### config.mk
export PLATFORM = sky130hd
export DESIGN_NAME = bblur_window
export DESIGN_NICKNAME = d
export VERILOG_FILES = /design/src/hdl/box_blur_3x3_rgba_macros.svh /design/src/hdl/bblur_pkg.sv /design/src/hdl/bblur_window.sv
export SDC_FILE = /design/constraint.sdc
export NUM_CORES = 1
export LEC_CHECK = 0
export BUFFER_PORTS_ARGS = -buffer_cell sky130_fd_sc_hd__buf_2
export CAP_MARGIN = 5
export CORE_MARGIN = 3
export CORE_UTILIZATION = 65
export DETAILED_ROUTE_END_ITERATION = 8
export GPL_TIMING_DRIVEN = 0
export PLACE_DENSITY_LB_ADDON = 0.2
export SLEW_MARGIN = 10
export SYNTH_ARGS = -nofsm -noshare
export SYNTH_HDL_FRONTEND = slang
export SYNTH_SLANG_ARGS = --single-unit
export TNS_END_PERCENT = 10
### constraint.sdc
create_clock -name clk_i -period 22.8 [get_ports clk_i]
set_input_delay 3.42 -clock clk_i [delete_from_list [all_inputs] [get_ports clk_i]]
set_output_delay 3.42 -clock clk_i [all_outputs]
set_load 0.005 [all_outputs]
### src/hdl/box_blur_3x3_rgba_macros.svh
`ifndef BOX_BLUR_3X3_RGBA_MACROS_SVH
`define BOX_BLUR_3X3_RGBA_MACROS_SVH

// Same-cycle implication, checked on clk_i outside reset.
`define BBLUR_ASSERT_IMP(lbl, ante, cons, msg) \
  lbl: assert property (@(posedge clk_i) disable iff (!rst_ni) (ante) |-> (cons)) \
    else $error(msg);

// Next-cycle implication, checked on clk_i outside reset.
`define BBLUR_ASSERT_NXT(lbl, ante, cons, msg) \
  lbl: assert property (@(posedge clk_i) disable iff (!rst_ni) (ante) |=> (cons)) \
    else $error(msg);

`endif

### src/hdl/bblur_pkg.sv
`timescale 1ns / 1ps
`default_nettype none

package bblur_pkg;

  localparam int unsigned CFG_W   = 11;
  localparam int unsigned IDX_W   = 1;
  localparam int unsigned RGB_W   = 24;
  localparam int unsigned CH_W    = 8;
  localparam int unsigned SUM_W   = 12;
  localparam int unsigned MIN_DIM = 3;

  localparam logic [CFG_W-1:0] RESET_WIDTH  = 11'd800;
  localparam logic [CFG_W-1:0] RESET_HEIGHT = 11'd600;
  localparam logic [CH_W-1:0]  ALPHA_OPAQUE = 8'hFF;

  // 2^15 / 9 rounded up; exact for sums up to 9 * 255
  localparam logic [SUM_W-1:0] DIV9_RECIP = 12'd3641;
  localparam int unsigned      DIV9_SHIFT = 15;

  typedef enum logic [IDX_W-1:0] {
    REG_FRAME_WIDTH  = 1'b0,
    REG_FRAME_HEIGHT = 1'b1
  } cfg_reg_e;

  // Per-item decisions taken at acceptance
  typedef struct packed {
    logic pre_res;   // result from the window before the shift (line start)
    logic post_res;  // result from the window after the shift
    logic eof;       // last result of the frame
    logic top_ok;
    logic bot_ok;
    logic left_ok;
    logic zero_pix;  // row lies below the frame
  } pos_info_t;

  function automatic logic [CH_W-1:0] div9(input logic [SUM_W-1:0] s);
    logic [2*SUM_W-1:0] p;
    p = (2*SUM_W)'(s) * (2*SUM_W)'(DIV9_RECIP);
    return p[DIV9_SHIFT +: CH_W];
  endfunction

endpackage

`default_nettype wire

### src/hdl/bblur_window.sv
`timescale 1ns / 1ps
`default_nettype none

module bblur_window (
  input  wire logic                          clk_i,
  input  wire logic                          rst_ni,
  input  wire logic                          adv_i,
  input  wire logic [bblur_pkg::RGB_W-1:0]   top_i,
  input  wire logic [bblur_pkg::RGB_W-1:0]   mid_i,
  input  wire logic [bblur_pkg::RGB_W-1:0]   bot_i,
  input  wire bblur_pkg::pos_info_t          info_i,
  output logic [31:0]                        pixel_o
);

  logic [bblur_pkg::RGB_W-1:0] tap_q [3][3];
  logic [bblur_pkg::RGB_W-1:0] tap_d [3][3];
  logic [bblur_pkg::RGB_W-1:0] src   [3][3];
  logic [2:0] row_ok, col_ok;
  logic [bblur_pkg::SUM_W-1:0] rs, gs, bs;

  always_comb begin
    for (int i = 0; i < 3; i++) begin
      tap_d[i][0] = tap_q[i][1];
      tap_d[i][1] = tap_q[i][2];
    end
    tap_d[0][2] = top_i;
    tap_d[1][2] = mid_i;
    tap_d[2][2] = bot_i;
  end

  always_comb begin
    row_ok = {info_i.bot_ok, 1'b1, info_i.top_ok};
    col_ok = {info_i.post_res, 1'b1, info_i.left_ok};
    for (int i = 0; i < 3; i++) begin
      for (int j = 0; j < 3; j++) begin
        src[i][j] = info_i.pre_res ? tap_q[i][j] : tap_d[i][j];
      end
    end
    rs = '0;
    gs = '0;
    bs = '0;
    for (int i = 0; i < 3; i++) begin
      for (int j = 0; j < 3; j++) begin
        if (row_ok[i] && col_ok[j]) begin
          rs = rs + bblur_pkg::SUM_W'(src[i][j][23:16]);
          gs = gs + bblur_pkg::SUM_W'(src[i][j][15:8]);
          bs = bs + bblur_pkg::SUM_W'(src[i][j][7:0]);
        end
      end
    end
    pixel_o = {bblur_pkg::div9(rs), bblur_pkg::div9(gs), bblur_pkg::div9(bs),
               bblur_pkg::ALPHA_OPAQUE};
  end

  always_ff @(posedge clk_i or negedge rst_ni) begin
    if (!rst_ni) begin
      for (int i = 0; i < 3; i++) begin
        for (int j = 0; j < 3; j++) begin
          tap_q[i][j] <= '0;
        end
      end
    end else if (adv_i) begin
      tap_q <= tap_d;
    end
  end

endmodule

`default_nettype wire

* After elaboration in Yosys (flattened, before gate mapping)
Cells that the tools add are included.
** Word-level totals
- Word-level logic and storage cells :: 73
- Memories :: 0
- Bits in writable memories :: 0
- Bits of input ports :: 82
- Memory bits (read-only) :: 0
- Output and inout port bits :: 32
- Latch bits :: 0
- Flip-flop bits (word level) :: 216
** Operators by class
- Multipliers :: 3
- Eq/ne operators :: 0
- Divide/modulo/power cells :: 0
- Multiplexer cells :: 33
- Reduce and logical (&&, ||, !) cells :: 4
- Shift operators :: 0
- $add $sub $neg :: 24
- $lt $le $gt $ge :: 0
- Bitwise logic cells :: 0
** Operator list (number)
- adder 12 x 8 -> 12 bit :: 24
- 2-to-1 mux 12 bit :: 21
- 2-to-1 mux 24 bit :: 9
- multiplier 12 x 12 -> 23 bit (second input constant) :: 3
- 2-to-1 mux 8 bit :: 3
- logical AND 1 bit :: 4

* Logic depth before layout (Yosys ltp)
Gate-level depths: netlist of the first run.
- Word-level depth :: 18
- Gate-level depth with buffers :: 69
- Depth with buffers taken out :: 66

* Worst setup path before layout of the first run
No wires, ideal clock.
- Kind :: in2out
- From :: in info_i[6] in the netlist's numbering
- To :: out pixel_o[23]
- Slack :: 2.182 ns
- Data required time :: 19.380 ns
- Path buffers :: 3
- Arrival time :: 17.198 ns
- Stages :: 62
- Cells stage by stage :: clkbuf_1 -> clkbuf_1 -> clkbuf_1 -> mux2i_1 -> nor2_1 -> ha_1 -> fa_1 -> a21oi_1 -> nor2b_1 -> or3_1 -> and3_1 -> ha_1 -> o21a_1 -> o31a_1 -> a211oi_1 -> a21o_1 -> ha_1 -> o21a_1 -> (+26 left out) -> fa_1 -> ha_1 -> inv_1 -> fa_1 -> fa_1 -> inv_1 -> fa_1 -> ha_1 -> nand3_1 -> o31ai_1 -> a21oi_1 -> o21a_1 -> nand2b_1 -> a21boi_0 -> o21a_1 -> nor4_1 -> a311o_1 -> xnor2_1
** On the way
- Longest elaborated chain between the ends :: 18
- Elaborated cells between the ends (all ways) :: 26
- Classes of those cells :: add/sub (8); mul (1); mux (17)
** Ends and longest elaborated chain
- start: declaration :: line bblur_window.sv:11 : input wire bblur_pkg::pos_info_t info_i,
- 2-to-1 mux 24 bit :: line bblur_window.sv:36 : src[i][j] = info_i.pre_res ? tap_q[i][j] : tap_d[i][j];
- 2-to-1 mux 8 bit :: line bblur_window.sv:44 : if (row_ok[i] && col_ok[j]) begin
- adder 12 x 8 -> 12 bit :: line bblur_window.sv:46 : gs = gs + bblur_pkg::SUM_W'(src[i][j][15:8]);
- 2-to-1 mux 12 bit :: line bblur_window.sv:44
- adder 12 x 8 -> 12 bit :: line bblur_window.sv:46
- 2-to-1 mux 12 bit :: line bblur_window.sv:44
- adder 12 x 8 -> 12 bit :: line bblur_window.sv:46
- 2-to-1 mux 12 bit :: line bblur_window.sv:44
- adder 12 x 8 -> 12 bit (2 in series) :: line bblur_window.sv:46
- 2-to-1 mux 12 bit :: line bblur_window.sv:44
- adder 12 x 8 -> 12 bit :: line bblur_window.sv:46
- 2-to-1 mux 12 bit :: line bblur_window.sv:44
- adder 12 x 8 -> 12 bit :: line bblur_window.sv:46
- 2-to-1 mux 12 bit :: line bblur_window.sv:44
- adder 12 x 8 -> 12 bit :: line bblur_window.sv:46
- 2-to-1 mux 12 bit * :: line bblur_window.sv:44
- multiplier 12 x 12 -> 23 bit * :: line bblur_pkg.sv:39 : p = (2*SUM_W)'(s) * (2*SUM_W)'(DIV9_RECIP);
- end: declaration :: line bblur_window.sv:12 : output logic [31:0] pixel_o
Mark *: on every way between the ends. The rest lies on a longest branch, timed or not.

* Final worst setup path of the first run
Ends and elaborated chain as after synthesis.

==> results of run 1 <==
[area by class of cell]
type                            count  area share
Multi-Input combinational cell   2226      0.6853
Clock inverter                     14    0.004416
Buffer                             88     0.01342
Timing Repair Buffer              106     0.02021
Tap cell                          532     0.02259
Inverter                          361     0.04598
Sequential cell                   216      0.1834
Clock buffer                       33     0.02471
[metrics by stage]
stage                     setup TNS [ns]  hold slack [ns]    util  instances
after floorplan                        0           0.4750       -       2894
after global placement                 0           0.4833  0.6921       3526
after detailed placement         -0.3411           0.4899  0.6937       3528
after CTS                              0           0.5033  0.7148       3575
after global routing                   0           0.5140  0.7169       3576
final                                  0           0.5025  0.7169       3576
[sequential cells by signal, summed over array words and instances (netlist names)]
| name | count |
|---|---|
| tap_q | 72 |
| tap_d | 144 |
[cells in the final DEF (no fill, tap or decap), types with 9 or more instances in the layout]
| master | instances |
|---|---|
| buf_2 | 99 |
| clkbuf_1 | 64 |
| o22ai_1 | 14 |
| mux2_2 | 406 |
| and3_1 | 9 |
| ha_1 | 387 |
| a21o_1 | 61 |
| dfrtp_1 | 216 |
| nor2b_1 | 44 |
| nor2_1 | 178 |
| buf_4 | 14 |
| nor3_1 | 31 |
| o211ai_1 | 11 |
| nand2_1 | 124 |
| nand4_1 | 9 |
| o21a_1 | 53 |
| o31ai_1 | 25 |
| nand2b_1 | 19 |
| a21oi_1 | 137 |
| xor2_1 | 58 |
| fa_1 | 104 |
| nor4_1 | 11 |
| or3_1 | 10 |
| mux2i_1 | 72 |
| and2_1 | 21 |
| clkbuf_16 | 27 |
| a21boi_0 | 22 |
| o21bai_1 | 9 |
| o21ai_0 | 127 |
| nand3_1 | 18 |
| inv_1 | 360 |
| xnor2_1 | 117 |
[per-layer routing]
metal	up-vias	global-route usage	wire, um
met5	-	0	0
met4	0	0.1333	3146
met3	185	0.03342	4152
met2	698	0.5512	33590
met1	10780	0.4262	30850
li1	10360	-	-
[path summary, 6_finish.rpt]
path | startpoint | end | slack (ns) | cells after the start
min in group asynchronous | rst_ni | tap_d[118] | 2.80 | 1
max in group asynchronous | rst_ni | tap_d[58] | 19.23 | 2
hold reg to reg | tap_q[132] | tap_q[132] | 0.50 | 1
hold / removal | tap_q[132] | tap_q[132] | 0.50 | 1
setup / recovery | info_i[6] | pixel_o[23] | 0.98 | 64
setup reg to reg | tap_d[96] | tap_d[96] | 21.96 | 1
[what timing repair did]
item | CTS | global route
gates resized for setup | 6 | 32
pin swaps | 0 | 2
cloned | 0 | 0
endpoints found under the setup margin | 3 | 9
setup buffers | 0 | 4
[cell families (layout without fill, tap and decap cells)]
| logic type | after synthesis | in the layout | synth area share |
|---|---|---|---|
| AOI/OAI and AO/OA | 545 | 545 | 0.1308 |
| muxes | 484 | 484 | 0.1991 |
| and+or+nand+nor | 506 | 506 | 0.08794 |
| xor gates and xnor gates | 192 | 192 | 0.06618 |
| other | 1 | 8 | 0.0001376 |
| DFF | 216 | 216 | 0.1983 |
| buffers and inverters | 452 | 602 | 0.06361 |
| adders and majority gates | 491 | 491 | 0.2540 |
[Yosys cell counts, types with 23 or more instances]
cell	instances	area, um^2
nor2b_1	44	275.3
nor2_1	178	668.1
nor3_1	31	155.2
o21ai_0	128	640.6
a21boi_0	23	172.7
inv_1	360	1351
ha_1	387	4842
mux2i_1	72	720.7
mux2_2	406	4572
xnor2_1	121	1060
nand2_1	124	465.5
xor2_1	59	516.8
clkbuf_1	74	277.8
o31ai_1	26	195.2
dfrtp_1	216	5405
a21o_1	61	457.9
o21a_1	53	397.9
fa_1	104	2082
a21oi_1	138	690.7
==> impl_results.md, run 1 <==
- CP top delay family: adder cells
- First-pass GRT wire length: around 120000 um
- Startpoint types: input pin
- Wire per inst: between 20 and 25 um
- Core ar.: 0.04111 mm^2
- Critical Path Most Common Cell: ha_1
- Fin crit share: 0.9572
- Final Hold Vio Count: 0
- Synth Area per Inst: 9.443 um^2
- Ys async rst share: 1.000
- FILL cells: between 3000 and 4000
- I/O pins: roughly 110
- Register Area: between 0.005 and 0.006 mm^2
- Synth warnings: 0
- Max Slew Vio Count: 0
- Buf/Inv on CP: 7
- CP required: roughly 19 ns
- GPL Wtd Cong: between 0.9 and 1
- Final worst path period need: 21.82 ns
- Slew headroom: 0.2570
- Design Area, Final: between 0.02 and 0.03 mm^2
- Buffers on Ports: 100
- WL final: between 70000 and 80000 um
- Mapped Area: between 0.02 and 0.03 mm^2
- Cts bufs inserted: 27
- Worst-Skew Late Latency: between 0.5 and 0.6 ns
- Tot GR Track Use: 0.3243
- Worst min path class: reg2reg
- Post-synth top flop: dfrtp_1
- Diodes inserted: 0
- Post-route DRC: 0
- Max-cap viol count: 0
- GRT overflow: 0
- FP Rows: 74
- Vias in the first global route: approximately 23000
- Area Overhead vs Synth: 8.101%
- FF+latch count, synth: around 220
- Die Area: between 0.04 and 0.05 mm^2
- Placed Area: about 0.029 mm^2
- Clk sinks: about 220
- Layout cell share with drive strength beyond 1: 0.2073
- Die W: roughly 210 um
- First-pass iteration count of the detailed router: 5
- CP endpoint kind: output pin
- Height of the die: roughly 210 um
- DRT antenna net count: 0
- Fin Clk Skew: between 0.015 and 0.02 ns
- Multi-input gate area: roughly 0.02 mm^2
- Nets: about 3600
- EDFF count, synth: 0
- Htree depth: 1
- Worst-Margin Slew: ~1.1 ns
- Achievable frequency: approximately 46 MHz
- Root buffer cell: clkbuf_16
- Crit-path slowest cell: fa_1
- RSZ-0062 raised after global routing: no
- Endpoints failing setup: 0
- Largest net degree at the start of global routing: 82
- Syn Inst Count: slightly below 3000
- # hold bufs at CTS: 0
- Setup CP Type: in2out
- Synth cell types: 93
- Clock transition at path regs: approximately 0.050 ns
- Critical path peak fanout: 10
- Longest Clk Path Bufs: 3
- Final worst slack: 0.9759 ns
- Seq/Total Area, Yosys: 0.1983
- 1st-iter DRT viols: 1468
- Starting Density: 0.6631
- Crit path arrival time: roughly 18 ns
- Initial antenna violation count: 0
- CTS tree: done
- Total number of vias: approximately 22000
- CP max stage delay: 0.51 ns
- Status: completed
- Pre-CTS WS: -0.3411 ns
- Vias per std cell: 6.160
- Hpwl dp: between 50000 and 60000 um
Power of run 1 is not shown: default switching activity piles up to over one toggle a cycle in this logic, so the estimate is an artifact.
==> run 2: changes to the inputs <==
--- a/config.mk
+++ b/config.mk
@@ -5,11 +5,11 @@
 export SDC_FILE = /design/constraint.sdc
 export NUM_CORES = 1
 export LEC_CHECK = 0
-export BUFFER_PORTS_ARGS = -buffer_cell sky130_fd_sc_hd__buf_2
 export CAP_MARGIN = 5
-export CORE_MARGIN = 3
-export CORE_UTILIZATION = 65
+export CORE_MARGIN = 2
+export CORE_UTILIZATION = 67
 export DETAILED_ROUTE_END_ITERATION = 8
+export DONT_BUFFER_PORTS = 1
 export GPL_TIMING_DRIVEN = 0
 export PLACE_DENSITY_LB_ADDON = 0.2
 export SLEW_MARGIN = 10
==> impl_results.md, run 2 (same netlist as run 1, synthesis figures left out) <==
- Initial antenna violation count: 2
- Met3 wire length: roughly 5100 um
- Clk sinks: between 200 and 250
- FILL cells: 2972
- Design Area, Final: 0.02895 mm^2
- CP max stage delay: 0.52 ns
- Setup CP Type: in2out
- Achievable frequency: 45.18 MHz
- Fin crit share: 0.9708
- Endpoints failing setup: 0
- Max-cap viol count: 0
- Die W: 205.7 um
- Worst-Margin Slew: about 1.1 ns
- I/O pins: 114
- Final worst path period need: 22.13 ns
- Placed Area: about 0.028 mm^2
- Largest net degree at the start of global routing: between 200 and 250
- Htree depth: 1
- WL final: between 70000 and 80000 um
- CP required: a little under 20 ns
- Final Core Density: 0.7254
- Starting Density: 0.6830
- Vias in the first global route: ~22000
- CP endpoint kind: output pin
- Fin Clk Skew: ~0.024 ns
- Die Area: approximately 0.042 mm^2
- Post-route DRC: 0
- Crit-path slowest cell: fa_1
- Clock transition at path regs: roughly 0.050 ns
- Wire per inst: 20.67 um
- Critical Path Most Common Cell: ha_1
- 1st-iter DRT viols: 1405
- Max reg flops: 144
- Slew headroom: 0.2614
- Status: completed
- Height of the die: between 200 and 250 um
- GRT overflow: 0
- Cts bufs inserted: 27
- Buffers on Ports: 0
- Fin cells: 3474
- First-pass iteration count of the detailed router: 7
- FP Rows: 73
- Nets: 3499
- Worst min path class: reg2reg
- First-pass GRT wire length: between 100000 and 150000 um
- CTS tree: done
- Most frequent cells in the layout: 406 x mux2_2, 387 x ha_1, 360 x inv_1
- Startpoint types: input pin
- Top Metal Used: met4
- Final Hold Vio Count: 0
- Post-placement cell count: approximately 3400
- Total number of vias: ~22000
- Crit path arrival time: between 15 and 20 ns
- Tot GR Track Use: 0.3454
- Max Slew Vio Count: 0
- Area Overhead vs Synth: 6.205%
- Commonest non-fill, non-tap cell in the layout: mux2_2
- Layout cell share with drive strength beyond 1: 0.1788
- Root buffer cell: clkbuf_16
- GPL Wtd Cong: between 0.9 and 1
- Setup TNS: 0 ns
- Metal-1 WL: ~30000 um
- Hpwl dp: 56590 um
- DRT antenna net count: 0
- Core ar.: roughly 0.04 mm^2
- Longest Clk Path Bufs: 3
- Wire length on met2: about 33000 um
- Vias per std cell: approximately 6.2
- Worst-Skew Late Latency: approximately 0.6 ns
- Critical path peak fanout: 10
## run 2: cell count changes in the layout (fill, tap and decap cells not counted), moves of 2 or more
cell / delta
buf_16: -2
buf_2: -99
clkbuf_1: +6
clkbuf_8: +3
clkinv_2: -2
diode_2: +2
## run 2: worst max-delay path, delay by kind of cell
family | cells | cell delay (ns)
compound gates | 22 | 4.65
mux | 3 | 0.97
simple gates | 12 | 1.99
buf+inv | 6 | 1.17
xor+xnor | 4 | 0.80
fa+ha+maj | 15 | 5.68
## run 2: layout make-up
cell class	count	area, um^2	share of cell area
Buffer	90	400.4	0.01383
Multi-Input combinational cell	2226	20190	0.6974
Sequential cell	216	5405	0.1867
Clock buffer	40	784.5	0.02710
Clock inverter	10	125.1	0.004322
Antenna cell	2	5.005	0.0001729
Inverter	361	1355	0.04680
Tap cell	525	656.9	0.02269
Timing Repair Buffer	4	30.03	0.001037
## run 2: what timing repair did
action                                  4_1_cts  5_1_grt
hold buffers                                  0        0
pin swaps                                     0        3
endpoints found under the setup margin        4        9
hold endpoints to repair                      0        0
gates resized for setup                       8       27
buffers inserted                              0        4
## run 2: per-stage QoR
stage,setup WS (ns),hold WS [ns]
floorplan,2.182,0.4750
global placement,0.06610,0.4828
detailed placement,-0.3811,0.4901
CTS,0.07720,0.5031
global route,-0.08325,0.5164
finish,0.6657,0.5024
## run 2: routing by layer
layer  GRT usage  up-vias
li1            -    10150
met1      0.4368    10600
met2      0.5749      723
met3     0.05543      209
met4      0.1688        0
met5           0        -
## run 2: final timing paths
path,from,slack [ns],cells after the start,end
hold reg to reg,tap_q[133],0.50,1,tap_q[133]
max in group asynchronous,rst_ni,19.70,0,tap_d[180]
setup reg to reg,tap_d[186],21.97,1,tap_d[186]
min in group asynchronous,rst_ni,2.57,0,tap_q[70]
hold / removal,tap_q[133],0.50,1,tap_q[133]
setup / recovery,info_i[6],0.67,62,pixel_o[23]
Power of run 2 is left out for the same reason.
