<file path="config.mk">
export PLATFORM = sky130hd
export DESIGN_NAME = bblur_pos
export DESIGN_NICKNAME = d
export VERILOG_FILES = /design/src/hdl/box_blur_3x3_rgba_macros.svh /design/src/hdl/bblur_pkg.sv /design/src/hdl/bblur_pos.sv
export SDC_FILE = /design/constraint.sdc
export NUM_CORES = 1
export LEC_CHECK = 0
export ABC_AREA = 1
export BUFFER_PORTS_ARGS = -buffer_cell sky130_fd_sc_hd__buf_4
export CAP_MARGIN = 40
export CORE_UTILIZATION = 62
export DETAILED_ROUTE_END_ITERATION = 6
export GPL_TIMING_DRIVEN = 0
export PLACE_DENSITY = 0.83
export SETUP_SLACK_MARGIN = 0.3
export SLEW_MARGIN = 20
export SYNTH_ARGS = -nofsm -noshare
export SYNTH_HDL_FRONTEND = slang
export SYNTH_SLANG_ARGS = --single-unit
</file>
<file path="constraint.sdc">
create_clock -name clk_i -period 7.1 [get_ports clk_i]
set_input_delay 0.71 -clock clk_i [delete_from_list [all_inputs] [get_ports clk_i]]
set_output_delay 0.71 -clock clk_i [all_outputs]
set_load 0.05 [all_outputs]
</file>
<file path="src/hdl/box_blur_3x3_rgba_macros.svh">
`ifndef BOX_BLUR_3X3_RGBA_MACROS_SVH
`define BOX_BLUR_3X3_RGBA_MACROS_SVH

// Same-cycle implication, checked on clk_i outside reset.
`define BBLUR_ASSERT_IMP(lbl, ante, cons, msg) \
  lbl: assert property (@(posedge clk_i) disable iff (!rst_ni) (ante) |-> (cons)) \
    else $error(msg);

// Next-cycle implication, checked on clk_i outside reset.
`define BBLUR_ASSERT_NXT(lbl, ante, cons, msg) \
  lbl: assert property (@(posedge clk_i) disable iff (!rst_ni) (ante) |=> (cons)) \
    else $error(msg);

`endif

</file>
<file path="src/hdl/bblur_pkg.sv">
`timescale 1ns / 1ps
`default_nettype none

package bblur_pkg;

  localparam int unsigned CFG_W   = 11;
  localparam int unsigned IDX_W   = 1;
  localparam int unsigned RGB_W   = 24;
  localparam int unsigned CH_W    = 8;
  localparam int unsigned SUM_W   = 12;
  localparam int unsigned MIN_DIM = 3;

  localparam logic [CFG_W-1:0] RESET_WIDTH  = 11'd800;
  localparam logic [CFG_W-1:0] RESET_HEIGHT = 11'd600;
  localparam logic [CH_W-1:0]  ALPHA_OPAQUE = 8'hFF;

  // 2^15 / 9 rounded up; exact for sums up to 9 * 255
  localparam logic [SUM_W-1:0] DIV9_RECIP = 12'd3641;
  localparam int unsigned      DIV9_SHIFT = 15;

  typedef enum logic [IDX_W-1:0] {
    REG_FRAME_WIDTH  = 1'b0,
    REG_FRAME_HEIGHT = 1'b1
  } cfg_reg_e;

  // Per-item decisions taken at acceptance
  typedef struct packed {
    logic pre_res;   // result from the window before the shift (line start)
    logic post_res;  // result from the window after the shift
    logic eof;       // last result of the frame
    logic top_ok;
    logic bot_ok;
    logic left_ok;
    logic zero_pix;  // row lies below the frame
  } pos_info_t;

  function automatic logic [CH_W-1:0] div9(input logic [SUM_W-1:0] s);
    logic [2*SUM_W-1:0] p;
    p = (2*SUM_W)'(s) * (2*SUM_W)'(DIV9_RECIP);
    return p[DIV9_SHIFT +: CH_W];
  endfunction

endpackage

`default_nettype wire

</file>
<file path="src/hdl/bblur_pos.sv">
`timescale 1ns / 1ps
`default_nettype none

module bblur_pos #(
  parameter int unsigned MAX_WIDTH  = 1024,
  parameter int unsigned MAX_HEIGHT = 1024
) (
  input  wire logic                              clk_i,
  input  wire logic                              rst_ni,
  input  wire logic [bblur_pkg::CFG_W-1:0]       cfg_width_i,
  input  wire logic [bblur_pkg::CFG_W-1:0]       cfg_height_i,
  input  wire logic                              adv_i,
  output logic [$clog2(MAX_WIDTH)-1:0]           col_o,
  output bblur_pkg::pos_info_t                   info_o
);

  localparam int unsigned CW  = $clog2(MAX_WIDTH);
  localparam int unsigned RW  = $clog2(MAX_HEIGHT + 4);
  localparam int unsigned WW  = $clog2(MAX_WIDTH + 2);
  localparam int unsigned DW0 = (WW > RW) ? WW : RW;
  localparam int unsigned DW  = ((DW0 > bblur_pkg::CFG_W) ? DW0 : bblur_pkg::CFG_W) + 1;

  logic [CW-1:0] col_q, col_d;
  logic [RW-1:0] row_q, row_d;

  logic [DW-1:0] w_ext, h_ext, eff_w, eff_h;
  logic [DW-1:0] c1, r1, c_nxt, r_nxt;
  bblur_pkg::pos_info_t info;

  always_comb begin
    w_ext = DW'(cfg_width_i);
    h_ext = DW'(cfg_height_i);
    if (w_ext < DW'(bblur_pkg::MIN_DIM)) begin
      eff_w = DW'(bblur_pkg::MIN_DIM);
    end else if (w_ext > DW'(MAX_WIDTH)) begin
      eff_w = DW'(MAX_WIDTH);
    end else begin
      eff_w = w_ext;
    end
    if (h_ext < DW'(bblur_pkg::MIN_DIM)) begin
      eff_h = DW'(bblur_pkg::MIN_DIM);
    end else if (h_ext > DW'(MAX_HEIGHT)) begin
      eff_h = DW'(MAX_HEIGHT);
    end else begin
      eff_h = h_ext;
    end

    // wrap a column left beyond a narrowed line, restart past the frame
    c1 = DW'(col_q);
    r1 = DW'(row_q);
    if (c1 >= eff_w) begin
      c1 = '0;
      r1 = r1 + DW'(1);
    end
    if (r1 > eff_h + DW'(1)) begin
      c1 = '0;
      r1 = '0;
    end

    info.pre_res  = (c1 == '0) && (r1 >= DW'(2)) && (r1 < eff_h + DW'(2));
    info.post_res = (c1 != '0) && (r1 >= DW'(1)) && (r1 < eff_h + DW'(1));
    info.eof      = info.pre_res && (r1 == eff_h + DW'(1));
    info.top_ok   = info.pre_res ? (r1 >= DW'(3)) : (r1 >= DW'(2));
    info.bot_ok   = info.pre_res ? (r1 < eff_h + DW'(1)) : (r1 < eff_h);
    info.left_ok  = info.pre_res ? 1'b1 : (c1 >= DW'(2));
    info.zero_pix = (r1 >= eff_h);

    c_nxt = c1 + DW'(1);
    r_nxt = r1;
    if (c_nxt >= eff_w) begin
      c_nxt = '0;
      r_nxt = r1 + DW'(1);
    end
    if (info.eof) begin
      c_nxt = '0;
      r_nxt = '0;
    end
    col_d = CW'(c_nxt);
    row_d = RW'(r_nxt);
  end

  always_ff @(posedge clk_i or negedge rst_ni) begin
    if (!rst_ni) begin
      col_q <= '0;
      row_q <= '0;
    end else if (adv_i) begin
      col_q <= col_d;
      row_q <= row_d;
    end
  end

  assign col_o  = CW'(c1);
  assign info_o = info;

endmodule

`default_nettype wire

</file>
Word-level counts from Yosys, hierarchy flattened --
Index checks and enable logic that the tools add are counted. Widths: inputs -> output; s select.
Storage, ports and cells: output and inout port bits 17, word-level logic and storage cells 45, register bits 21, bits of input ports 25
Operators by class: magnitude comparators 15, add/subtract/negate cells 5, muxes and demuxes 15, equal/unequal tests 1, reduce and logical (&&, ||, !) cells 7
Operators with widths (number):
- $mux 11 | 5
- $mux 12 | 4
- $ge 12x2->1 const B | 3
- $mux 10 | 3
- $add 12x1->12 const B | 2
- $lt 12x12->1 | 2
- $gt 11x11->1 const B | 2
- $lt 11x2->1 const B | 2
- $add 11x1->12 const B | 1
- $add 12x2->12 const B | 1
- $eq 12x12->1 | 1
- $ge 10x12->1 | 1
- $ge 12x1->1 const B | 1
- $ge 12x11->1 | 1
- $ge 12x12->1 | 1
- $gt 12x12->1 | 1
- $logic_not 12->1 | 1
- $lt 12x11->1 | 1
- $reduce_bool 12->1 | 1
- $add 11x1->11 const B | 1
- $logic_and 1x1->1 | 5
- $mux 1 | 3

Longest topological paths before layout --
Gate-level depths: netlist (run 1).
depth after elaboration 12, depth in mapped cells 50, gate-level depth less buffers 48

Worst setup path after synthesis (run 1) --
Ideal clock, no wire load.
path kind input -> output, from input port cfg_width_i[9] in the netlist's numbering, to output port info_o[3] in the netlist's numbering, cell stages on the path 28, arrival 5892 ps, required time 6390 ps, slack 498 ps, path buffers 2, cell sequence nor4_1 -> nand3b_1 -> a2111oi_0 -> a21oi_1 -> ha_1 -> nand2_1 -> nor2_1 -> nand3_1 -> nand4_4 -> buf_6 -> nand4_1 -> nor2_1 -> ha_1 -> nand2_1 -> nor2_1 -> nand2_1 -> inv_1 -> nand2_1 -> nand3_1 -> nand2_2 -> inv_2 -> buf_6 -> nor3_4 -> inv_1 -> ha_1 -> nand2_1 -> nor3_4 -> a21boi_0
RTL lines:
- from (decl) | line bblur_pos.sv:10 | input wire logic [bblur_pkg::CFG_W-1:0] cfg_width_i,
- to (decl) | line bblur_pos.sv:14 | output bblur_pkg::pos_info_t info_o

==> impl_results.md, run 1 <==
- Top library cells by usage in the layout, fill and taps aside: sky130_fd_sc_hd__nand2_1 (153), sky130_fd_sc_hd__inv_1 (104), sky130_fd_sc_hd__ha_1 (75)
- Final estimated routing congestion in global placement: 0.940
- Crit path DAT: 5.90 ns
- Post-synth top area share: 0.224
- Total global routing overflow: 0
- Largest stage delay, worst path: 0.39 ns
- VDD IR max: about 0.0009 V
- Inserted Clock Buffers: 3
- Clock-pin slew on the worst setup and hold paths: 0.09 ns
- Multi-input gate area in the final layout: 3520 µm²
- Count of inserted antenna diode cells: 0
- Remaining antenna violation count: 0
- Count of buffers from port buffering: 41
- Core Box Area: 6760 µm²
- Slowest stage cell on the critical path: sky130_fd_sc_hd__or3_1
- CTS tree: done
- Async S/R FF share, synth: 1.00
- Vertical extent of the die: 85.3 µm
- Critical path class: in -> out
- Leading cell types by total area after synthesis: sky130_fd_sc_hd__ha_1 (22%), sky130_fd_sc_hd__nand2_1 (14%), sky130_fd_sc_hd__dfrtp_1 (12%)
- Synth Area in Compound Gates: 0.119
- Sequential share of power: 0.100
- Fraction of power spent switching nets: 0.603
- Area of the mapped netlist: 4310 µm²
- Final worst setup slack: 0.493 ns
- Count of flip-flops with a built-in enable after synthesis: 0
- Hold Buf Count CTS: 0
- Count of yosys warnings during synthesis: 0
- Clock Tree Root: sky130_fd_sc_hd__clkbuf_8
- Flop2flop setup slack: 1.41 ns
- Final setup vio count: 0
- Number of maximum-capacitance violations: 0
- Clock latency reported for the late side of the worst-skew pair: 0.27 ns
- Fraction of final layout cells sized beyond drive strength 1: 0.211
- Cell count after synthesis: 666
- Most used DFF post-synth: sky130_fd_sc_hd__dfrtp_1
- Leading cell type in the layout, fill and taps excluded: sky130_fd_sc_hd__nand2_1
- Fill cell instance count of the final layout: 530
- Average footprint of a synthesized cell: around 6.5 µm²
- Syn-to-layout area delta: 20.6%
- Via/cell ratio: 5.94
- Worst EP required: 6.39 ns
- Global-route wire length before repair: 20.2 mm
- Adder-cell share of the synthesized area: 0.224
- Total global routing track utilization: 0.343
- Violation count after the first detailed-routing iteration: 439
- Most used cell, CP: sky130_fd_sc_hd__inv_1
- WL per Instance: around 16 µm
- Sequential standard cell area: 526 µm²
- H-tree levels: 1
- Max-slew violation count: 0
- Count of final hold-check violations: 0
- Overall Power: 2.12 mW
- Number of sinks handled by clock tree synthesis: 21
- Site Rows: 30
- Library cell with the largest summed area after synthesis: sky130_fd_sc_hd__ha_1
- Element type at the critical path end: output pin
- Crit start category: primary input
- Worst-Margin Slew: roughly 0.77 ns
- Post-layout net count: 837
- Path class of the lowest-slack min-delay path: in -> async
- Post-layout util: 0.768
- RR Startpoint: col_q[7]
- Unrepaired setup endpoints after global routing: true
- Initial DRT Pass Iterations: 5
- Remaining DRCs: 0
- Area enclosed by the die boundary: between 7000 and 8000 µm²
- Worst-path maximum fanout: 10
- Total Wirelength: 12.9 mm
- Share of the yosys chip area belonging to registers: 0.122
- Leak pwr: 2.80 nW
- PD cells: 409 nW/µm²
- Number of antenna violations at the first check in global routing: 0
- Number of top-level pins: 42
- Number of distinct library cells after synthesis: 43
- Clock share of power: 0.040
- Final critical delay including setup and external delays: 6.61 ns
- Maximum number of buffers from clock root to sink: 2
- Share of synthesized cell area in and, or, nand and nor gates: 0.367
- Layout Skew: 0.00246 ns
- Share of power burned in combinational logic: 0.859
- Starting density of the core: 0.637
- Run status: complete, no violations
- Via Count: 4832
- Horiz. Die Dim: 85.3 µm
- Combinational family with the most area after synthesis: simple AND/OR/NAND/NOR gates
- Final period utilization: 0.931
- Reported net switching power: 1.28 mW
- Detailed Place HPWL: 10.1 mm
- Worst slack at placement: -0.447 ns
- Number of synthesized register bits: 21
- Pin count of the biggest net entering global routing: 22
- Maximum frequency from static timing analysis: 0.151 GHz
- Proportion of synthesized area in mux cells: 0
- CP startpoint: cfg_width_i[9]
- Post-synthesis xor/xnor area fraction: 0.0549
- Vias in the first global route: ~4500
- Max-slew headroom at the worst pin: 0.482
- Design internal power: 843 µW
Yosys cell counts, drive strengths merged (2+ instances only):
master	instances
xor2	21
o21ai	34
nor2	77
o2111ai	2
dfrtp	21
o211ai	6
nor3	8
xnor2	6
ha	77
o22ai	2
a21o	4
a21oi	31
nand2	166
buf	9
and2	3
nor4	6
inv	111
nand3	47
nand4	24
logic make-up (layout without fill, tap and decap cells):
kind of cell	count (synthesis)	count (layout)
and+or+nand+nor	334	334
buffers and inverters	121	187
AOI/OAI and AO/OA	85	85
adders and majority gates	77	77
xor gates and xnor gates	27	27
DFF	21	21
other	1	3
cell type report:
class                   count  share of cell area
well taps                  80              0.0193
clock inverters             1            0.000964
flip-flops and latches     21               0.101
plain buffers              10              0.0195
clock buffers               3             0.00795
inverters                 111              0.0803
multi-input cells         526               0.679
repair buffers             62              0.0918
repair_timing:
action,CTS,global route
buffers inserted,6,15
gates resized for setup,13,61
pin swaps,4,23
setup endpoints to repair,25,28
worst paths after layout:
check / to / depth (start not counted)
setup / recovery: info_o[4] / 33
hold / removal: row_q[7] / 1
setup reg to reg: row_q[5] / 39
hold reg to reg: row_q[9] / 2
max in group asynchronous: row_q[4] / 1
min in group clk_i: row_q[9] / 2
critical path, delay by kind of cell:
family	cells	cell delay (ns)
adders and majority gates	3	0.89
buffers and inverters	9	1.04
and+or+nand+nor	19	2.66
AOI/OAI and AO/OA	2	0.56
per-layer routing:
layer / global-route usage / up-vias / part of all wire
met3: 0.0409 / 37 / 0.074
met2: 0.562 / 248 / 0.47
met1: 0.472 / 2218 / 0.44
li1: - / 2329 / -
met5: 0 / - / 0
met4: 0.109 / 0 / 0.018
stage by stage:
stage,setup TNS [ns],hold slack (ns),std cells,cell area [µm²]
CTS,0,0.324,799,4860
finish,0,0.317,814,5190
detailed placement,-6.47,0.525,789,4720
global placement,-1.44,0.528,789,4720
global route,0,0.342,814,5190
floorplan,0,0.414,668,4310
sequential cells by signal, summed over array words and instances (netlist names):
signal  flops
row_q      11
col_q      10
power by group through the flow:
| stage | Clock, mW | Combinational, mW | Sequential (mW) |
|---|---|---|---|
| floorplan | 0 | 1.18 | 0.196 |
| global placement | 0 | 1.52 | 0.209 |
| detailed placement | 0 | 1.58 | 0.212 |
| CTS | 0.0866 | 1.63 | 0.209 |
| global route | 0.0895 | 1.98 | 0.217 |
| finish | 0.0855 | 1.83 | 0.213 |
Power figures use the tool's default switching activity.
==> inputs of run 2 (changes only) <==
- CORE_UTILIZATION: 62 -> 55
- PLACE_DENSITY: 0.83 -> 0.75
- SETUP_SLACK_MARGIN: 0.3 -> unset
==> impl_results.md, run 2 (synthesis gave the netlist of run 1 again) <==
- Run status: complete, no violations
- Violation count after the first detailed-routing iteration: 269
- Worst-path maximum fanout: 10
- Leak pwr: 2.72 nW
- Site Rows: 31
- Global-route wire length before repair: ~20 mm
- RR Startpoint: col_q[3]
- Crit start category: primary input
- Dpl cell area: 4740 µm²
- Fraction of final layout cells sized beyond drive strength 1: 0.168
- Final estimated routing congestion in global placement: 0.959
- Total Wirelength: 12.2 mm
- Via Count: 4520
- WL per Instance: 14.9 µm
- Pin count of the biggest net entering global routing: 22
- Starting density of the core: 0.581
- Count of inserted antenna diode cells: 0
- Clock latency reported for the late side of the worst-skew pair: 0.27 ns
- Remaining DRCs: 0
- Worst slack at placement: -0.456 ns
- Clock-pin slew on the worst setup and hold paths: 0.09 ns
- Largest stage delay, worst path: 0.36 ns
- Number of flip-flops under the largest register name: 11
- Number of sinks handled by clock tree synthesis: 21
- Max-slew violation count: 0
- CP startpoint: cfg_width_i[9]
- Critical path class: in -> out
- Horiz. Die Dim: 90.5 µm
- Number of antenna violations at the first check in global routing: 0
- Final setup vio count: 0
- Max-slew headroom at the worst pin: 0.474
- Post-layout net count: approximately 830
- Final design instance area without fill: 4980 µm²
- Unrepaired setup endpoints after global routing: true
- Worst EP required: between 6 and 7 ns
- Number of top-level pins: 42
- Most used cell, CP: sky130_fd_sc_hd__nand2_1
- H-tree levels: 1
- Final critical delay including setup and external delays: 6.72 ns
- Core Box Area: 7410 µm²
- Vertical extent of the die: around 90 µm
- Element type at the critical path end: output pin
- Syn-to-layout area delta: 15.8%
- Slowest stage cell on the critical path: sky130_fd_sc_hd__nor3_1
- Clock Tree Root: sky130_fd_sc_hd__clkbuf_8
- Crit path DAT: 6.01 ns
- Layout Skew: about 0.0036 ns
- Final worst setup slack: approximately 0.38 ns
- Maximum frequency from static timing analysis: between 0.1 and 0.15 GHz
- PD cells: 398 nW/µm²
- Top library cells by usage in the layout, fill and taps aside: sky130_fd_sc_hd__nand2_1 (161), sky130_fd_sc_hd__inv_1 (105), sky130_fd_sc_hd__ha_1 (76)
- Inserted Clock Buffers: 3
- Top flop regs: row_q (11), col_q (10)
- Total global routing track utilization: 0.305
- Via/cell ratio: 5.51
- Maximum number of buffers from clock root to sink: 2
- Path class of the lowest-slack min-delay path: in -> async
- CTS tree: done
- Post-layout util: 0.673
- Total global routing overflow: 0
- Count of buffers from port buffering: 41
- Leading cell type in the layout, fill and taps excluded: sky130_fd_sc_hd__nand2_1
- Remaining antenna violation count: 0
- Final period utilization: 0.946
- Worst-Margin Slew: 0.780 ns
- Initial DRT Pass Iterations: 5
- Count of final hold-check violations: 0
- VDD IR max: 0.000602 V
- Area enclosed by the die boundary: 8190 µm²
- Number of maximum-capacitance violations: 0
- Detailed Place HPWL: 10.1 mm
- Vias in the first global route: 4262
- Most flops, register: row_q
- Flop2flop setup slack: ~1.3 ns
==> run 2: cell types whose count changed in the layout (fill, tap and decap cells not counted), moves of 2 or more <==
cell	change
sky130_fd_sc_hd__buf_2	+2
sky130_fd_sc_hd__buf_4	-9
sky130_fd_sc_hd__buf_6	-3
sky130_fd_sc_hd__nand2_1	+8
sky130_fd_sc_hd__nand2_2	-8
sky130_fd_sc_hd__nand3_2	+2
sky130_fd_sc_hd__nand3_4	-2
sky130_fd_sc_hd__nor2_1	+5
sky130_fd_sc_hd__nor2_2	-3
sky130_fd_sc_hd__nor2_4	-2
sky130_fd_sc_hd__o21ai_0	+2
==> run 2: worst paths after layout <==
check / endpoint / cells after the start
setup / recovery: info_o[5] / 36
hold / removal: col_q[9] / 1
setup reg to reg: row_q[8] / 41
hold reg to reg: row_q[9] / 2
max in group asynchronous: row_q[10] / 1
min in group clk_i: row_q[9] / 2
==> run 2: stage by stage <==
stage | TNS, ns | cells | hold WS, ns | power [mW]
after global placement | -3.39 | 808 | 0.524 | 1.74
after detailed placement | -6.32 | 808 | 0.536 | 1.79
after floorplan | 0 | 668 | 0.414 | 1.38
after global routing | -0.402 | 821 | 0.333 | 2.18
after CTS | 0 | 812 | 0.318 | 1.89
final | 0 | 821 | 0.311 | 1.99
==> run 2: power by group <==
part / switching [mW] / leakage, nW / internal, mW
clock network: 0.0493 / 0.0255 / 0.0394
registers: 0.0513 / 0.281 / 0.158
logic: 1.11 / 2.42 / 0.575
==> run 2: worst max-delay path: cells and delay by family <==
kind	cells	cell delay [ns]
adders and majority gates	3	0.94
AOI/OAI and AO/OA	5	0.76
buffers and inverters	8	0.95
and+or+nand+nor	20	2.62
==> run 2: final cells by class <==
cell class / count / area (µm²)
fillers: 689 / 2420
plain buffers: 10 / 76.3
clock buffers: 3 / 41.3
flip-flops and latches: 21 / 526
well taps: 99 / 124
multi-input cells: 526 / 3420
clock inverters: 1 / 5.00
repair buffers: 50 / 375
inverters: 111 / 417
==> run 2: layer usage <==
metal  part of all wire  track usage
met4              0.012       0.0645
met5                  0            0
met2               0.44        0.491
met3              0.069       0.0463
met1               0.47        0.428
==> run 2: repair_timing <==
item,CTS,global route
pin swaps,0,4
gates resized for setup,5,28
buffers inserted,0,9
endpoints found under the setup margin,14,27
gates cloned,0,0
hold buffers,0,0
==> inputs of run 3 (changes only) <==
- CORE_MARGIN: unset -> 2
- CORE_UTILIZATION: 55 -> 62
- PLACE_DENSITY: 0.75 -> 0.83
- RECOVER_POWER: unset -> 100
==> impl_results.md, run 3 (synthesis gave the netlist of run 1 again) <==
- Count of final hold-check violations: 0
- Design internal power: around 760 µW
- Most used cell, CP: sky130_fd_sc_hd__ha_1
- Core Box Area: 6760 µm²
- Wire length the detailed router placed on met1: 5.46 mm
- Final design instance area without fill: 4910 µm²
- Total global routing overflow: 0
- Top library cells by usage in the layout, fill and taps aside: sky130_fd_sc_hd__nand2_1 (162), sky130_fd_sc_hd__inv_1 (106), sky130_fd_sc_hd__ha_1 (77)
- Crit path DAT: 6.02 ns
- Clock share of power: 0.044
- Run status: complete, no violations
- Vias in the first global route: about 4300
- Overall Power: just under 2 mW
- WL per Instance: between 15 and 20 µm
- Worst-path maximum fanout: 10
- Top flop regs: row_q (11), col_q (10)
- Leak pwr: 2.68 nW
- CTS tree: done
- Clock Tree Root: sky130_fd_sc_hd__clkbuf_8
- Slowest stage cell on the critical path: sky130_fd_sc_hd__ha_1
- Number of maximum-capacitance violations: 0
- Largest stage delay, worst path: 0.31 ns
- Highest metal layer with signal wires: met4
- Fraction of final layout cells sized beyond drive strength 1: 0.150
- Critical path class: in -> out
- Count of inserted antenna diode cells: 0
- Global-route wire length before repair: between 15 and 20 mm
- Layout Skew: 0.00148 ns
- Worst EP required: between 6 and 7 ns
- Violation count after the first detailed-routing iteration: 448
- Reported net switching power: approximately 1.2 mW
- Post-layout net count: 824
- Worst-Margin Slew: 1.22 ns
- Detailed Place HPWL: 9.90 mm
- Count of buffers from port buffering: between 40 and 50
- H-tree levels: 1
- Fill cell instance count of the final layout: 584
- Final estimated routing congestion in global placement: roughly 0.95
- Inserted Clock Buffers: 3
- Number of antenna violations at the first check in global routing: 0
- Max-slew violation count: 0
- Remaining DRCs: 0
- Amount of wire on met3 after detailed routing: 932 µm
- Clock latency reported for the late side of the worst-skew pair: 0.27 ns
- Initial DRT Pass Iterations: 5
- Site Rows: 30
- Wire length on met2: 5.62 mm
- Sequential share of power: 0.106
- VDD IR max: 0.000841 V
- Number of sinks handled by clock tree synthesis: 21
- Maximum number of buffers from clock root to sink: 2
- Max-slew headroom at the worst pin: 0.184
- Crit start category: primary input
- Total Wirelength: 12.3 mm
- PD cells: 402 nW/µm²
- Leading cell type in the layout, fill and taps excluded: sky130_fd_sc_hd__nand2_1
- Total global routing track utilization: 0.324
- Most flops, register: row_q
- Post-layout util: 0.726
- Horiz. Die Dim: 87.3 µm
- Final critical delay including setup and external delays: 6.73 ns
- Area enclosed by the die boundary: ~7600 µm²
- Final setup vio count: 0
- Path class of the lowest-slack min-delay path: reg -> reg
- Vertical extent of the die: between 80 and 90 µm
- Via Count: around 4700
- Number of top-level pins: 42
- Remaining antenna violation count: 0
- Clock-pin slew on the worst setup and hold paths: ~0.09 ns
- Post-route worst hold slack: 0.552 ns
- Via/cell ratio: 5.83
- Pin count of the biggest net entering global routing: 22
- Maximum frequency from static timing analysis: approximately 0.15 GHz
- Syn-to-layout area delta: 14.0%
- Number of flip-flops under the largest register name: 11
- Share of power burned in combinational logic: 0.850
- Element type at the critical path end: output pin
- Final period utilization: 0.949
- Starting density of the core: 0.637
- Dpl cell area: 4720 µm²
- Fraction of power spent switching nets: 0.615
-- run 3: changes by cell type in the layout (fill, tap and decap cells not counted), sizes merged --
| cell | previous run | this run |
|---|---|---|
| clkbuf | 5 | 15 |
| buf | 58 | 47 |
-- run 3: worst max-delay path, delay by kind of cell --
kind,cells,cell delay (ns)
adder cells (fa/ha/maj),3,0.87
AO/OA/AOI/OAI,6,1.04
AND/OR/NAND/NOR,16,2.54
buffers and inverters,6,0.87
-- run 3: stage by stage --
step | instances | setup TNS [ns] | setup slack, ns
after CTS | 794 | 0 | 0.0104
after detailed placement | 789 | -6.23 | -0.451
final | 801 | 0 | 0.366
after global placement | 789 | -1.52 | -0.263
after global routing | 801 | -0.0851 | -0.0306
after floorplan | 668 | 0 | 0.498
-- run 3: routing by layer --
layer  global-route usage  vias to the layer above
met4               0.0601                        0
li1                     -                     2291
met2                0.529                      225
met3               0.0389                       30
met1                0.460                     2120
met5                    0                        -
-- run 3: path summary, 6_finish.rpt --
| check | start | end | slack [ns] | cells past startpoint |
|---|---|---|---|---|
| min | row_q[9] | row_q[9] | 0.55 | 2 |
| max | cfg_width_i[9] | info_o[5] | 0.37 | 31 |
| min reg2reg | row_q[9] | row_q[9] | 0.55 | 2 |
| min in group asynchronous | rst_ni | row_q[6] | 0.66 | 1 |
| max reg2reg | col_q[3] | row_q[8] | 1.25 | 41 |
| max in group asynchronous | rst_ni | col_q[1] | 5.71 | 1 |
-- run 3: repair_timing --
| item | CTS | global route |
|---|---|---|
| pin swaps | 1 | 5 |
| buffers inserted | 1 | 7 |
| setup endpoints to repair | 10 | 27 |
| hold endpoints to repair | 0 | 0 |
| resized for setup | 5 | 22 |
| hold buffers | 0 | 0 |
-- run 3: power by group through the flow --
stage	sequential [mW]	clock, mW	combinational [mW]
floorplan	0.196	0	1.18
global placement	0.208	0	1.52
detailed placement	0.210	0	1.57
CTS	0.208	0.0862	1.59
global route	0.216	0.0906	1.85
finish	0.209	0.0869	1.68
-- run 3: final cells by class --
class                   count  area [µm²]  share of cell area
repair buffers             49         334              0.0681
multi-input cells         526        3410               0.695
flip-flops and latches     21         526               0.107
plain buffers              10        72.6              0.0148
clock inverters             1        5.00             0.00102
well taps                  80         100              0.0204
inverters                 111         417              0.0849
clock buffers               3        41.3             0.00841
